## src/rtl/core/bit_lane_range_mapper_unit_macros.svh

```systemverilog
// assertion helpers for the bit lane range mapper
`ifndef BIT_LANE_RANGE_MAPPER_UNIT_MACROS_SVH
`define BIT_LANE_RANGE_MAPPER_UNIT_MACROS_SVH

// same-cycle implication, held off during reset
`define BLRM_ASSERT_IMP(lbl, clk, rst_n, ante, cons, msg) \
  lbl: assert property (@(posedge clk) disable iff (!rst_n) (ante) |-> (cons)) \
    else $error(msg);

// next-cycle implication, held off during reset
`define BLRM_ASSERT_NXT(lbl, clk, rst_n, ante, cons, msg) \
  lbl: assert property (@(posedge clk) disable iff (!rst_n) (ante) |=> (cons)) \
    else $error(msg);

`endif

```

## src/rtl/core/blrm_pkg.sv

```systemverilog
`default_nettype none

package blrm_pkg;

  // defaults for the top level parameters
  localparam int DefMaxBlocks = 16;
  localparam int DefMaxLanes  = 64;

  // fixed field widths
  localparam int WORD_W   = 32;
  localparam int LANE_W   = 6;
  localparam int CNT_W    = 7;
  localparam int IDX_O_W  = 4;
  localparam int STATUS_W = 3;
  localparam int REQ_W    = 2;
  localparam int DIV_CNT_W = $clog2(WORD_W);

  // lane count after reset
  localparam logic [CNT_W-1:0] LANE_COUNT_RST = 7'd32;

  // request codes
  localparam logic [REQ_W-1:0] REQ_ADD   = 2'd0;
  localparam logic [REQ_W-1:0] REQ_CLEAR = 2'd1;
  localparam logic [REQ_W-1:0] REQ_BIT   = 2'd2;
  localparam logic [REQ_W-1:0] REQ_WORD  = 2'd3;

  // status codes
  localparam logic [STATUS_W-1:0] ST_OK       = 3'd0;
  localparam logic [STATUS_W-1:0] ST_INVERTED = 3'd1;
  localparam logic [STATUS_W-1:0] ST_MSB_OUT  = 3'd2;
  localparam logic [STATUS_W-1:0] ST_FULL     = 3'd3;
  localparam logic [STATUS_W-1:0] ST_NO_MAP   = 3'd4;

  // one mapping block as stored in the table
  typedef struct packed {
    logic [WORD_W-1:0] first_word;
    logic [WORD_W-1:0] last_word;
    logic [LANE_W-1:0] low_lane;
    logic [LANE_W-1:0] high_lane;
  } entry_t;

  // divider status towards the sequencer
  typedef struct packed {
    logic              busy;
    logic              done;
    logic [WORD_W-1:0] quotient;
    logic [CNT_W-1:0]  remainder;
  } div_res_t;

endpackage

`default_nettype wire

```

## src/rtl/core/blrm_if.sv

```systemverilog
`default_nettype none

// request channel
interface blrm_req_if;
  logic                          valid;
  logic                          ready;
  logic [blrm_pkg::REQ_W-1:0]    req_type;
  logic [blrm_pkg::WORD_W-1:0]   address;
  logic [blrm_pkg::WORD_W-1:0]   block_start;
  logic [blrm_pkg::WORD_W-1:0]   block_end;
  logic [blrm_pkg::LANE_W-1:0]   block_lsb;
  logic [blrm_pkg::LANE_W-1:0]   block_msb;

  modport source (
    output valid, req_type, address, block_start, block_end, block_lsb, block_msb,
    input  ready
  );
  modport sink (
    input  valid, req_type, address, block_start, block_end, block_lsb, block_msb,
    output ready
  );
endinterface

// result channel
interface blrm_rsp_if;
  logic                           valid;
  logic                           ready;
  logic [blrm_pkg::STATUS_W-1:0]  status;
  logic                           hit;
  logic [blrm_pkg::IDX_O_W-1:0]   entry_index;
  logic [blrm_pkg::LANE_W-1:0]    lane;
  logic [blrm_pkg::WORD_W-1:0]    word_num;
  logic                           last;

  modport source (
    output valid, status, hit, entry_index, lane, word_num, last,
    input  ready
  );
  modport sink (
    input  valid, status, hit, entry_index, lane, word_num, last,
    output ready
  );
endinterface

`default_nettype wire

```

## src/rtl/core/blrm_ram.sv

```systemverilog
`default_nettype none

// simple dual port ram, one write and one registered read
module blrm_ram #(
  parameter int WIDTH = 8,
  parameter int DEPTH = 16,
  parameter int AW    = (DEPTH > 1) ? $clog2(DEPTH) : 1
) (
  input  wire logic             clk_i,
  input  wire logic             we_i,
  input  wire logic [AW-1:0]    waddr_i,
  input  wire logic [WIDTH-1:0] wdata_i,
  input  wire logic [AW-1:0]    raddr_i,
  output logic      [WIDTH-1:0] rdata_o
);

  logic [WIDTH-1:0] mem_q [DEPTH];
  logic [WIDTH-1:0] rdata_q;

  // write port
  always_ff @(posedge clk_i) begin
    if (we_i) begin
      mem_q[waddr_i] <= wdata_i;
    end
  end

  // registered read port
  always_ff @(posedge clk_i) begin
    rdata_q <= mem_q[raddr_i];
  end

  assign rdata_o = rdata_q;

endmodule

`default_nettype wire

```

## src/rtl/core/blrm_div.sv

```systemverilog
`default_nettype none

// restoring divider, one quotient bit per cycle
module blrm_div (
  input  wire logic                          clk_i,
  input  wire logic                          rst_ni,
  input  wire logic                          start_i,
  input  wire logic [blrm_pkg::WORD_W-1:0]   dividend_i,
  input  wire logic [blrm_pkg::CNT_W-1:0]    divisor_i,
  output blrm_pkg::div_res_t                 res_o
);

  localparam int WW = blrm_pkg::WORD_W;
  localparam int CW = blrm_pkg::CNT_W;
  localparam int KW = blrm_pkg::DIV_CNT_W;

  logic          busy_q, busy_d;
  logic          done_q, done_d;
  logic [KW-1:0] cnt_q, cnt_d;
  logic [WW-1:0] quo_q, quo_d;
  logic [CW-1:0] rem_q, rem_d;
  logic [CW-1:0] dvs_q, dvs_d;
  logic [CW:0]   trial;
  logic [CW:0]   diff;

  // trial subtract of the shifted partial remainder
  assign trial = {rem_q, quo_q[WW-1]};
  assign diff  = trial - {1'b0, dvs_q};

  always_comb begin
    busy_d = busy_q;
    done_d = 1'b0;
    cnt_d  = cnt_q;
    quo_d  = quo_q;
    rem_d  = rem_q;
    dvs_d  = dvs_q;
    if (start_i) begin
      busy_d = 1'b1;
      cnt_d  = '0;
      quo_d  = dividend_i;
      rem_d  = '0;
      dvs_d  = divisor_i;
    end else if (busy_q) begin
      if (trial >= {1'b0, dvs_q}) begin
        rem_d = diff[CW-1:0];
        quo_d = {quo_q[WW-2:0], 1'b1};
      end else begin
        rem_d = trial[CW-1:0];
        quo_d = {quo_q[WW-2:0], 1'b0};
      end
      cnt_d = cnt_q + KW'(1);
      // last quotient bit
      if (cnt_q == KW'(WW - 1)) begin
        busy_d = 1'b0;
        done_d = 1'b1;
      end
    end
  end

  // control
  always_ff @(posedge clk_i or negedge rst_ni) begin
    if (!rst_ni) begin
      busy_q <= 1'b0;
      done_q <= 1'b0;
      cnt_q  <= '0;
    end else begin
      busy_q <= busy_d;
      done_q <= done_d;
      cnt_q  <= cnt_d;
    end
  end

  // datapath
  always_ff @(posedge clk_i) begin
    quo_q <= quo_d;
    rem_q <= rem_d;
    dvs_q <= dvs_d;
  end

  assign res_o.busy      = busy_q;
  assign res_o.done      = done_q;
  assign res_o.quotient  = quo_q;
  assign res_o.remainder = rem_q;

endmodule

`default_nettype wire

```

## src/rtl/core/bit_lane_range_mapper_unit.sv

```systemverilog
`default_nettype none
// Bit lane range mapper. Keeps up to MAX_BLOCKS mapping blocks (word range
// and lane slice) in a small RAM and answers add, clear, bit and word
// requests, one request at a time; the request side is ready only while the
// block is idle. Add and clear pass through S_SINGLE, which loads their
// result into the output register once that register is free. A bit lookup
// first divides the address by the lane count in a serial divider, then
// scans the table newest first through the single RAM read port, then loads
// one result. A word lookup skips the division and scans the table once for
// each lane, loading one result per lane while the output is taken. A
// finished result waits in an output register, so a new request is taken
// while the last result of the previous one is still unread.
`include "bit_lane_range_mapper_unit_macros.svh"

module bit_lane_range_mapper_unit #(
  parameter int MAX_BLOCKS = blrm_pkg::DefMaxBlocks,
  parameter int MAX_LANES  = blrm_pkg::DefMaxLanes
) (
  input  wire logic                         clk_i,
  input  wire logic                         rst_ni,
  input  wire logic                         cfg_we_i,
  input  wire logic [blrm_pkg::CNT_W-1:0]   cfg_wdata_i,
  blrm_req_if.sink                          req_i,
  blrm_rsp_if.source                        rsp_o
);

  localparam int WW     = blrm_pkg::WORD_W;
  localparam int LW     = blrm_pkg::LANE_W;
  localparam int CW     = blrm_pkg::CNT_W;
  localparam int OW     = blrm_pkg::IDX_O_W;
  localparam int SW     = blrm_pkg::STATUS_W;
  localparam int RW     = blrm_pkg::REQ_W;
  localparam int IDX_W  = (MAX_BLOCKS > 1) ? $clog2(MAX_BLOCKS) : 1;
  localparam int TOT_W  = $clog2(MAX_BLOCKS + 1);
  localparam int EXT_W  = (TOT_W > OW) ? TOT_W : OW;
  localparam int LIDX_W = (MAX_LANES > 1) ? $clog2(MAX_LANES) : 1;
  localparam int ENT_W  = $bits(blrm_pkg::entry_t);

  // sequencer states
  localparam logic [2:0] S_IDLE   = 3'd0;
  localparam logic [2:0] S_SINGLE = 3'd1;
  localparam logic [2:0] S_DIV    = 3'd2;
  localparam logic [2:0] S_SCAN   = 3'd3;
  localparam logic [2:0] S_OUT    = 3'd4;

  logic [2:0]        state_q, state_d;
  logic [CW-1:0]     lane_count_q;
  logic [TOT_W-1:0]  total_q, total_d;
  logic [TOT_W-1:0]  scan_left_q, scan_left_d;
  logic              rd_vld_q, rd_vld_d;
  logic [IDX_W-1:0]  rd_idx_q, rd_idx_d;

  // captured request
  logic [RW-1:0]     type_q;
  logic [WW-1:0]     start_q;
  logic [WW-1:0]     end_q;
  logic [LW-1:0]     lsb_q;
  logic [LW-1:0]     msb_q;
  logic [WW-1:0]     word_q, word_d;
  logic [LIDX_W-1:0] out_lane_q, out_lane_d;

  // newest covering entry found by the scan of the current lane
  logic              found_q, found_d;
  logic [IDX_W-1:0]  found_idx_q, found_idx_d;

  // output register
  logic              rsp_valid_q, rsp_valid_d;
  logic [SW-1:0]     rsp_status_q, rsp_status_d;
  logic              rsp_hit_q, rsp_hit_d;
  logic [OW-1:0]     rsp_idx_q, rsp_idx_d;
  logic [LW-1:0]     rsp_lane_q, rsp_lane_d;
  logic [WW-1:0]     rsp_word_q, rsp_word_d;
  logic              rsp_last_q, rsp_last_d;

  logic              req_fire;
  logic              rsp_free;
  logic              rsp_load;
  logic [CW-1:0]     lanes;
  logic              div_start;
  blrm_pkg::div_res_t div_res;
  logic              ram_we;
  logic [IDX_W-1:0]  ram_raddr;
  blrm_pkg::entry_t  wr_entry;
  blrm_pkg::entry_t  rd_entry;
  logic [ENT_W-1:0]  rd_bits;
  logic              entry_match;
  logic              out_last;
  logic [EXT_W-1:0]  total_ext;
  logic [EXT_W-1:0]  hit_idx_ext;
  logic [TOT_W-1:0]  scan_next;

  assign req_fire = req_i.valid && req_i.ready;
  assign rsp_free = !rsp_valid_q || rsp_o.ready;
  assign req_i.ready = (state_q == S_IDLE);

  // effective lane count, zero acts as one and large values saturate
  always_comb begin
    if (lane_count_q == '0) begin
      lanes = CW'(1);
    end else if (lane_count_q > CW'(MAX_LANES)) begin
      lanes = CW'(MAX_LANES);
    end else begin
      lanes = lane_count_q;
    end
  end

  // serial divider for the bit address split
  assign div_start = req_fire && (req_i.req_type == blrm_pkg::REQ_BIT);

  blrm_div u_div (
    .clk_i      (clk_i),
    .rst_ni     (rst_ni),
    .start_i    (div_start),
    .dividend_i (req_i.address),
    .divisor_i  (lanes),
    .res_o      (div_res)
  );

  // block table
  assign wr_entry.first_word = start_q;
  assign wr_entry.last_word  = end_q;
  assign wr_entry.low_lane   = lsb_q;
  assign wr_entry.high_lane  = msb_q;
  assign rd_entry = blrm_pkg::entry_t'(rd_bits);

  assign scan_next = scan_left_q - TOT_W'(1);
  assign ram_raddr = scan_next[IDX_W-1:0];

  blrm_ram #(
    .WIDTH (ENT_W),
    .DEPTH (MAX_BLOCKS)
  ) u_table (
    .clk_i   (clk_i),
    .we_i    (ram_we),
    .waddr_i (total_q[IDX_W-1:0]),
    .wdata_i (wr_entry),
    .raddr_i (ram_raddr),
    .rdata_o (rd_bits)
  );

  // shared word range and lane slice compare for the entry being scanned
  assign entry_match = (rd_entry.first_word <= word_q) && (word_q <= rd_entry.last_word) &&
                       (rd_entry.low_lane <= LW'(out_lane_q)) &&
                       (LW'(out_lane_q) <= rd_entry.high_lane);

  assign total_ext   = EXT_W'(total_q);
  assign hit_idx_ext = EXT_W'(found_idx_q);
  assign out_last = (type_q == blrm_pkg::REQ_BIT) ||
                    ((CW'(out_lane_q) + CW'(1)) == lanes);

  // sequencer
  always_comb begin
    state_d     = state_q;
    total_d     = total_q;
    scan_left_d = scan_left_q;
    rd_vld_d    = 1'b0;
    rd_idx_d    = rd_idx_q;
    word_d      = word_q;
    out_lane_d  = out_lane_q;
    found_d     = found_q;
    found_idx_d = found_idx_q;
    ram_we      = 1'b0;
    rsp_load    = 1'b0;
    rsp_status_d = rsp_status_q;
    rsp_hit_d    = rsp_hit_q;
    rsp_idx_d    = rsp_idx_q;
    rsp_lane_d   = rsp_lane_q;
    rsp_word_d   = rsp_word_q;
    rsp_last_d   = rsp_last_q;
    case (state_q)
      S_IDLE: begin
        if (req_fire) begin
          case (req_i.req_type)
            blrm_pkg::REQ_BIT: begin
              state_d = S_DIV;
            end
            blrm_pkg::REQ_WORD: begin
              word_d      = req_i.address;
              out_lane_d  = '0;
              scan_left_d = total_q;
              found_d     = 1'b0;
              state_d     = S_SCAN;
            end
            default: begin
              state_d = S_SINGLE;
            end
          endcase
        end
      end
      S_SINGLE: begin
        if (rsp_free) begin
          rsp_load     = 1'b1;
          rsp_hit_d    = 1'b0;
          rsp_lane_d   = '0;
          rsp_word_d   = '0;
          rsp_last_d   = 1'b1;
          rsp_idx_d    = '0;
          rsp_status_d = blrm_pkg::ST_OK;
          if (type_q == blrm_pkg::REQ_CLEAR) begin
            total_d = '0;
          end else if ((start_q > end_q) || (lsb_q > msb_q)) begin
            rsp_status_d = blrm_pkg::ST_INVERTED;
          end else if (CW'(msb_q) >= lanes) begin
            rsp_status_d = blrm_pkg::ST_MSB_OUT;
          end else if (total_q >= TOT_W'(MAX_BLOCKS)) begin
            rsp_status_d = blrm_pkg::ST_FULL;
          end else begin
            ram_we    = 1'b1;
            rsp_idx_d = total_ext[OW-1:0];
            total_d   = total_q + TOT_W'(1);
          end
          state_d = S_IDLE;
        end
      end
      S_DIV: begin
        if (div_res.done) begin
          word_d      = div_res.quotient;
          out_lane_d  = div_res.remainder[LIDX_W-1:0];
          scan_left_d = total_q;
          found_d     = 1'b0;
          state_d     = S_SCAN;
        end
      end
      S_SCAN: begin
        // first covering entry seen is the newest one
        if (rd_vld_q && !found_q && entry_match) begin
          found_d     = 1'b1;
          found_idx_d = rd_idx_q;
        end
        // one read issued and one entry compared per cycle
        if (scan_left_q != '0) begin
          rd_vld_d    = 1'b1;
          rd_idx_d    = ram_raddr;
          scan_left_d = scan_next;
        end else if (!rd_vld_q) begin
          state_d = S_OUT;
        end
      end
      S_OUT: begin
        if (rsp_free) begin
          rsp_load   = 1'b1;
          rsp_lane_d = LW'(out_lane_q);
          rsp_word_d = word_q;
          rsp_last_d = out_last;
          rsp_hit_d  = found_q;
          if (found_q) begin
            rsp_status_d = blrm_pkg::ST_OK;
            rsp_idx_d    = hit_idx_ext[OW-1:0];
          end else begin
            rsp_status_d = blrm_pkg::ST_NO_MAP;
            rsp_idx_d    = '0;
          end
          if (out_last) begin
            state_d = S_IDLE;
          end else begin
            // next lane, scan the table again
            out_lane_d  = out_lane_q + LIDX_W'(1);
            scan_left_d = total_q;
            found_d     = 1'b0;
            state_d     = S_SCAN;
          end
        end
      end
      default: begin
        state_d = S_IDLE;
      end
    endcase
  end

  always_comb begin
    if (rsp_load) begin
      rsp_valid_d = 1'b1;
    end else if (rsp_o.ready) begin
      rsp_valid_d = 1'b0;
    end else begin
      rsp_valid_d = rsp_valid_q;
    end
  end

  // control registers
  always_ff @(posedge clk_i or negedge rst_ni) begin
    if (!rst_ni) begin
      state_q      <= S_IDLE;
      lane_count_q <= blrm_pkg::LANE_COUNT_RST;
      total_q      <= '0;
      scan_left_q  <= '0;
      rd_vld_q     <= 1'b0;
      rsp_valid_q  <= 1'b0;
    end else begin
      state_q     <= state_d;
      total_q     <= total_d;
      scan_left_q <= scan_left_d;
      rd_vld_q    <= rd_vld_d;
      rsp_valid_q <= rsp_valid_d;
      if (cfg_we_i) begin
        lane_count_q <= cfg_wdata_i;
      end
    end
  end

  // payload registers
  always_ff @(posedge clk_i) begin
    if (req_fire) begin
      type_q  <= req_i.req_type;
      start_q <= req_i.block_start;
      end_q   <= req_i.block_end;
      lsb_q   <= req_i.block_lsb;
      msb_q   <= req_i.block_msb;
    end
    rd_idx_q     <= rd_idx_d;
    word_q       <= word_d;
    out_lane_q   <= out_lane_d;
    found_q      <= found_d;
    found_idx_q  <= found_idx_d;
    rsp_status_q <= rsp_status_d;
    rsp_hit_q    <= rsp_hit_d;
    rsp_idx_q    <= rsp_idx_d;
    rsp_lane_q   <= rsp_lane_d;
    rsp_word_q   <= rsp_word_d;
    rsp_last_q   <= rsp_last_d;
  end

  assign rsp_o.valid       = rsp_valid_q;
  assign rsp_o.status      = rsp_status_q;
  assign rsp_o.hit         = rsp_hit_q;
  assign rsp_o.entry_index = rsp_idx_q;
  assign rsp_o.lane        = rsp_lane_q;
  assign rsp_o.word_num    = rsp_word_q;
  assign rsp_o.last        = rsp_last_q;

  // checks
  `BLRM_ASSERT_IMP(a_total_bound, clk_i, rst_ni, 1'b1, total_q <= TOT_W'(MAX_BLOCKS), "table count overflow")
  `BLRM_ASSERT_IMP(a_hit_ok, clk_i, rst_ni, rsp_valid_q && rsp_hit_q, rsp_status_q == blrm_pkg::ST_OK, "hit without ok status")
  `BLRM_ASSERT_IMP(a_div_in_state, clk_i, rst_ni, div_res.busy, state_q == S_DIV, "divider busy outside division")
  `BLRM_ASSERT_NXT(a_busy_after_req, clk_i, rst_ni, req_fire, state_q != S_IDLE, "idle straight after request")

endmodule

`default_nettype wire
```

## src/flat_wrapper.sv

```systemverilog
// flat-port wrapper written by rule: the top's interface ports become plain ports
module bit_lane_range_mapper_unit_flat 
#(
  parameter int MAX_BLOCKS = blrm_pkg::DefMaxBlocks,
  parameter int MAX_LANES  = blrm_pkg::DefMaxLanes
)
  (clk_i, rst_ni, cfg_we_i, cfg_wdata_i, req_i_valid, req_i_req_type, req_i_address, req_i_block_start, req_i_block_end, req_i_block_lsb, req_i_block_msb, req_i_ready, rsp_o_valid, rsp_o_status, rsp_o_hit, rsp_o_entry_index, rsp_o_lane, rsp_o_word_num, rsp_o_last, rsp_o_ready);
  blrm_req_if req_i_i ();
  blrm_rsp_if rsp_o_i ();
  input  wire logic clk_i;
  input  wire logic rst_ni;
  input  wire logic cfg_we_i;
  input  wire logic [blrm_pkg::CNT_W-1:0] cfg_wdata_i;
  input wire logic [$bits(req_i_i.valid)-1:0] req_i_valid;
  input wire logic [$bits(req_i_i.req_type)-1:0] req_i_req_type;
  input wire logic [$bits(req_i_i.address)-1:0] req_i_address;
  input wire logic [$bits(req_i_i.block_start)-1:0] req_i_block_start;
  input wire logic [$bits(req_i_i.block_end)-1:0] req_i_block_end;
  input wire logic [$bits(req_i_i.block_lsb)-1:0] req_i_block_lsb;
  input wire logic [$bits(req_i_i.block_msb)-1:0] req_i_block_msb;
  output wire logic [$bits(req_i_i.ready)-1:0] req_i_ready;
  output wire logic [$bits(rsp_o_i.valid)-1:0] rsp_o_valid;
  output wire logic [$bits(rsp_o_i.status)-1:0] rsp_o_status;
  output wire logic [$bits(rsp_o_i.hit)-1:0] rsp_o_hit;
  output wire logic [$bits(rsp_o_i.entry_index)-1:0] rsp_o_entry_index;
  output wire logic [$bits(rsp_o_i.lane)-1:0] rsp_o_lane;
  output wire logic [$bits(rsp_o_i.word_num)-1:0] rsp_o_word_num;
  output wire logic [$bits(rsp_o_i.last)-1:0] rsp_o_last;
  input wire logic [$bits(rsp_o_i.ready)-1:0] rsp_o_ready;
  assign req_i_i.valid = req_i_valid;
  assign req_i_i.req_type = req_i_req_type;
  assign req_i_i.address = req_i_address;
  assign req_i_i.block_start = req_i_block_start;
  assign req_i_i.block_end = req_i_block_end;
  assign req_i_i.block_lsb = req_i_block_lsb;
  assign req_i_i.block_msb = req_i_block_msb;
  assign req_i_ready = req_i_i.ready;
  assign rsp_o_valid = rsp_o_i.valid;
  assign rsp_o_status = rsp_o_i.status;
  assign rsp_o_hit = rsp_o_i.hit;
  assign rsp_o_entry_index = rsp_o_i.entry_index;
  assign rsp_o_lane = rsp_o_i.lane;
  assign rsp_o_word_num = rsp_o_i.word_num;
  assign rsp_o_last = rsp_o_i.last;
  assign rsp_o_i.ready = rsp_o_ready;
  bit_lane_range_mapper_unit #(.MAX_BLOCKS(MAX_BLOCKS), .MAX_LANES(MAX_LANES)) u_core (.clk_i(clk_i), .rst_ni(rst_ni), .cfg_we_i(cfg_we_i), .cfg_wdata_i(cfg_wdata_i), .req_i(req_i_i), .rsp_o(rsp_o_i));
endmodule
```

## config.mk

```make
export PLATFORM = sky130hd
export DESIGN_NAME = bit_lane_range_mapper_unit_flat
export DESIGN_NICKNAME = d
export VERILOG_FILES = /design/src/rtl/core/blrm_pkg.sv /design/src/rtl/core/blrm_if.sv /design/src/rtl/core/blrm_ram.sv /design/src/rtl/core/blrm_div.sv /design/src/rtl/core/bit_lane_range_mapper_unit.sv /design/src/flat_wrapper.sv
export VERILOG_INCLUDE_DIRS = /design/src /design/src/rtl/core
export SDC_FILE = /design/constraint.sdc
export NUM_CORES = 2
export LEC_CHECK = 0
export BUFFER_PORTS_ARGS = -buffer_cell sky130_fd_sc_hd__buf_2
export CORE_MARGIN = 5
export CORE_UTILIZATION = 35
export DETAILED_ROUTE_END_ITERATION = 12
export SYNTH_ARGS = -nofsm -noshare
export SYNTH_HDL_FRONTEND = slang
export SYNTH_SLANG_ARGS = --single-unit
```

## constraint.sdc

```tcl
create_clock -name clk_i -period 9.9 [get_ports clk_i]
set_input_delay 2.97 -clock clk_i [delete_from_list [all_inputs] [get_ports clk_i]]
set_output_delay 2.97 -clock clk_i [all_outputs]
set_load 0.01 [all_outputs]
```

==> run_results.csv <==
group,metric,value,unit
run_status,status,"finished clean",
cells_and_area,final_cell_mix,"edfxtp_1, mux4_2, buf_2",
floorplan,die_area,180000,µm²
timing,fin_tns_setup,0,ns
yosys,yosysSeqAreaShare,75.4,%
grt,grt_max_degree,137,
cts,htreeDepth,4,
cts,cts_tree,"yes",
yosys,syn_area,60000,µm²
yosys,ys.flop_type,"edfxtp_1",
grt,grt-ovfl-total,0,
worst_setup_path,cp_cell_sequence,"buf_2 > nor2b_1 > nor3_1 > nand3_1 > nor2_1 > and3_4 > buf_4",
power,p_leak,23.2,nW
yosys,synthArstFlopShare,1.88,%
cts,clk_path_buf_depth,3,
worst_setup_path,worstPathRequired,10.30,ns
yosys,synth-edff-count,1427,
timing,fin_skew,0.0278,ns
worst_setup_path,cp_top_family,"simple AND/OR/NAND/NOR gates",
power,ir_drop,0.453,mV
timing,setup_violations,0,
routing,routed-via-count,29100,
worst_setup_path,cp_max_fo,46,
yosys,yosysUniqueCellTypes,65,
place,io_buffers,170,
worst_setup_path,critical_path_class,"primary input to flip-flop",
cts,cts.sinks,1539,
place,pre_cts_slack,3.03,ns
grt,antenna_found_initial,17,
job,drv_cap,0,
floorplan,start_util,35.1,%
routing,via_per_inst,5.23,
routing,drt_pre_antenna_iters,6,
routing,wire_per_inst,27.4,µm
worst_setup_path,crit_slowest_cell,"and3_4",
worst_setup_path,worst-path-buf-inv,2,
timing,finalHoldViolations,0,
floorplan,rows,152,
routing,ant_nets,0,
place,hpwl,95.0,mm
worst_hold_path,hp-class,"flip-flop to flip-flop",
worst_setup_path,start_kind,"primary input",
floorplan,die_y,424,µm
cells_and_area,fill_cells,15100,
timing,maxSlewHeadroom,19.4,%
yosys,synth_top_area_share,71.4,%
cells_and_area,layout.nets,3447,
floorplan,die_w,424,µm
cells_and_area,drive_gt1_share,27.2,%
timing,fin_ws,3.90,ns
power,power-per-cell-area,297,nW/µm²
floorplan,core-area,171000,µm²
timing,worst-slew-pin-transition,1.21,ns
cells_and_area,design_area,69000,µm²
worst_setup_path,slowest_delay,1.04,ns
cts,clk_pin_slew_worst_paths,0.06,ns
cts,cts_resized,0,
place,dpl_cell_area,63800,µm²
cells_and_area,layout_commonest_cell,"edfxtp_1",
cts,clk_latency,0.78,ns
yosys,synth_area_leaders,"edfxtp_1, mux4_2, ha_1, dfxtp_1, dfrtp_1",
timing,grt_setup_unrepaired,"false",
yosys,yosysTopAreaCell,"edfxtp_1",
cts,postCtsSetupBuffers,0,
routing,drtIter0Drc,2873,
cells_and_area,seq_area,45200,µm²
timing,clock.fmax,167,MHz
routing,detail_route.wirelength,152,mm
routing,drcViolationCount,0,
cts,cts_root_buf,"clkbuf_16",
yosys,avgSynthCellArea,20.5,µm²
floorplan,io_pins,171,
grt,track_usage,16.8,%
timing,slew_violations,0,
yosys,yosys_warnings,0,
cts,cts_made_buffers,160,
cts,hold_buffers,0,
timing,min_period,6.00,ns
yosys,synth_cells,2928,
worst_setup_path,arrival,6.41,ns
worst_setup_path,end_kind,"flip-flop",
place,gp_congestion,0.812,
yosys,synth_nets,3187,
yosys,synth_seq_cells,1539,
grt,grt_pass1_wl,216,mm
cells_and_area,multi_input_area,13900,µm²
cells_and_area,area_delta_synth_final,15.0,%
grt,grt_pass1_vias,29300,
timing,period_share,60.7,%
## report_power, final
part | internal [mW] | switching [mW]
clock | 3.48 | 2.51
sequential | 7.96 | 0.625
combinational | 2.75 | 3.16
total | 14.2 | 6.29
## flip-flops by register name, summed over array words and instances, names as in the netlist, 6 cells and up
register and flops:
u_core.rsp_o.lane 6, u_core.out_lane_q 6, u_core.msb_q 6, u_core.lsb_q 6, u_core.rsp_o.word_num 32, u_core.end_q 32, u_core.word_q 32, u_core.u_div.rem_q 7
u_core.u_table.rdata_o 76, u_core.u_table.mem_q 1216, u_core.u_div.quo_q 32, u_core.u_div.dvs_q 7, u_core.lane_count_q 7, u_core.start_q 32
## layout make-up
type | count | share of cell area, %
inverter | 150 | 0.816
clock inverter | 81 | 1.22
timing repair buffer | 214 | 1.78
multi-input combinational | 1123 | 20.2
clock buffer | 217 | 6.38
sequential | 1539 | 65.6
tap | 2233 | 4.05
antenna | 2 | 0.00725
## worst paths after layout
path | start | to | slack (ns) | depth (start not counted)
setup / recovery | rsp_o_ready | u_core.u_table.mem_q[5][53]$_DFFE_PP_ | 3.90 | 7
hold / removal | u_core.rd_idx_q[2]$_DFFE_PP_ | u_core.found_idx_q[2]$_DFFE_PP_ | 0.42 | 0
setup reg to reg | u_core.end_q[21]$_DFFE_PP_ | u_core.u_table.mem_q[5][53]$_DFFE_PP_ | 3.91 | 11
hold reg to reg | u_core.rd_idx_q[2]$_DFFE_PP_ | u_core.found_idx_q[2]$_DFFE_PP_ | 0.42 | 0
max in group asynchronous | rst_ni | u_core.scan_left_q[0]$_DFFE_PN0P_ | 7.07 | 1
min in group asynchronous | rst_ni | u_core.lane_count_q[0]$_DFFE_PN0P_ | 2.26 | 1
## cell families after synthesis
logic type	Yosys count	share of synthesized area (%)
flip-flops	1539	75.4
multiplexers	424	15.1
AND/OR/NAND/NOR	354	2.71
buffers and inverters	266	1.68
AO/OA/AOI/OAI	192	2.08
adder cells (fa/ha/maj)	137	2.87
XOR/XNOR	16	0.233
## through the flow
step	cells	power, mW	hold slack (ns)	util (%)
6_report	5559	20.5	0.417	40.3
2_1_floorplan	2928	12.5	0.400	-
4_1_cts	5557	20.7	0.419	40.3
3_3_place_gp	5259	14.6	0.405	37.3
3_5_place_dp	5259	14.7	0.405	37.3
5_1_grt	5558	21.4	0.425	40.3
## metal layers
metal  routed length, µm  share of wire, %  GRT usage [%]
met1               62700                41           22.1
met2               75400                49           27.8
met3                8590               5.6           3.15
met4                5690               3.7           6.20
met5                  13            0.0085              0
## cell usage after synthesis (all sizes together), types with 8 or more instances
| cell type | number |
|---|---|
| nand2 | 140 |
| nor3 | 9 |
| nand3 | 26 |
| nand4 | 20 |
| a21o | 19 |
| clkbuf | 81 |
| o21ai | 39 |
| inv | 149 |
| xnor2 | 9 |
| nor2b | 9 |
| and3 | 20 |
| edfxtp | 1427 |
| a21oi | 58 |
| dfrtp | 28 |
| dfxtp | 83 |
| nand2b | 13 |
| mux2 | 38 |
| ha | 136 |
| a22o | 8 |
| buf | 35 |
| nor2 | 90 |
| mux4 | 380 |
| a211oi | 8 |
(Power assumes the default switching activity.)
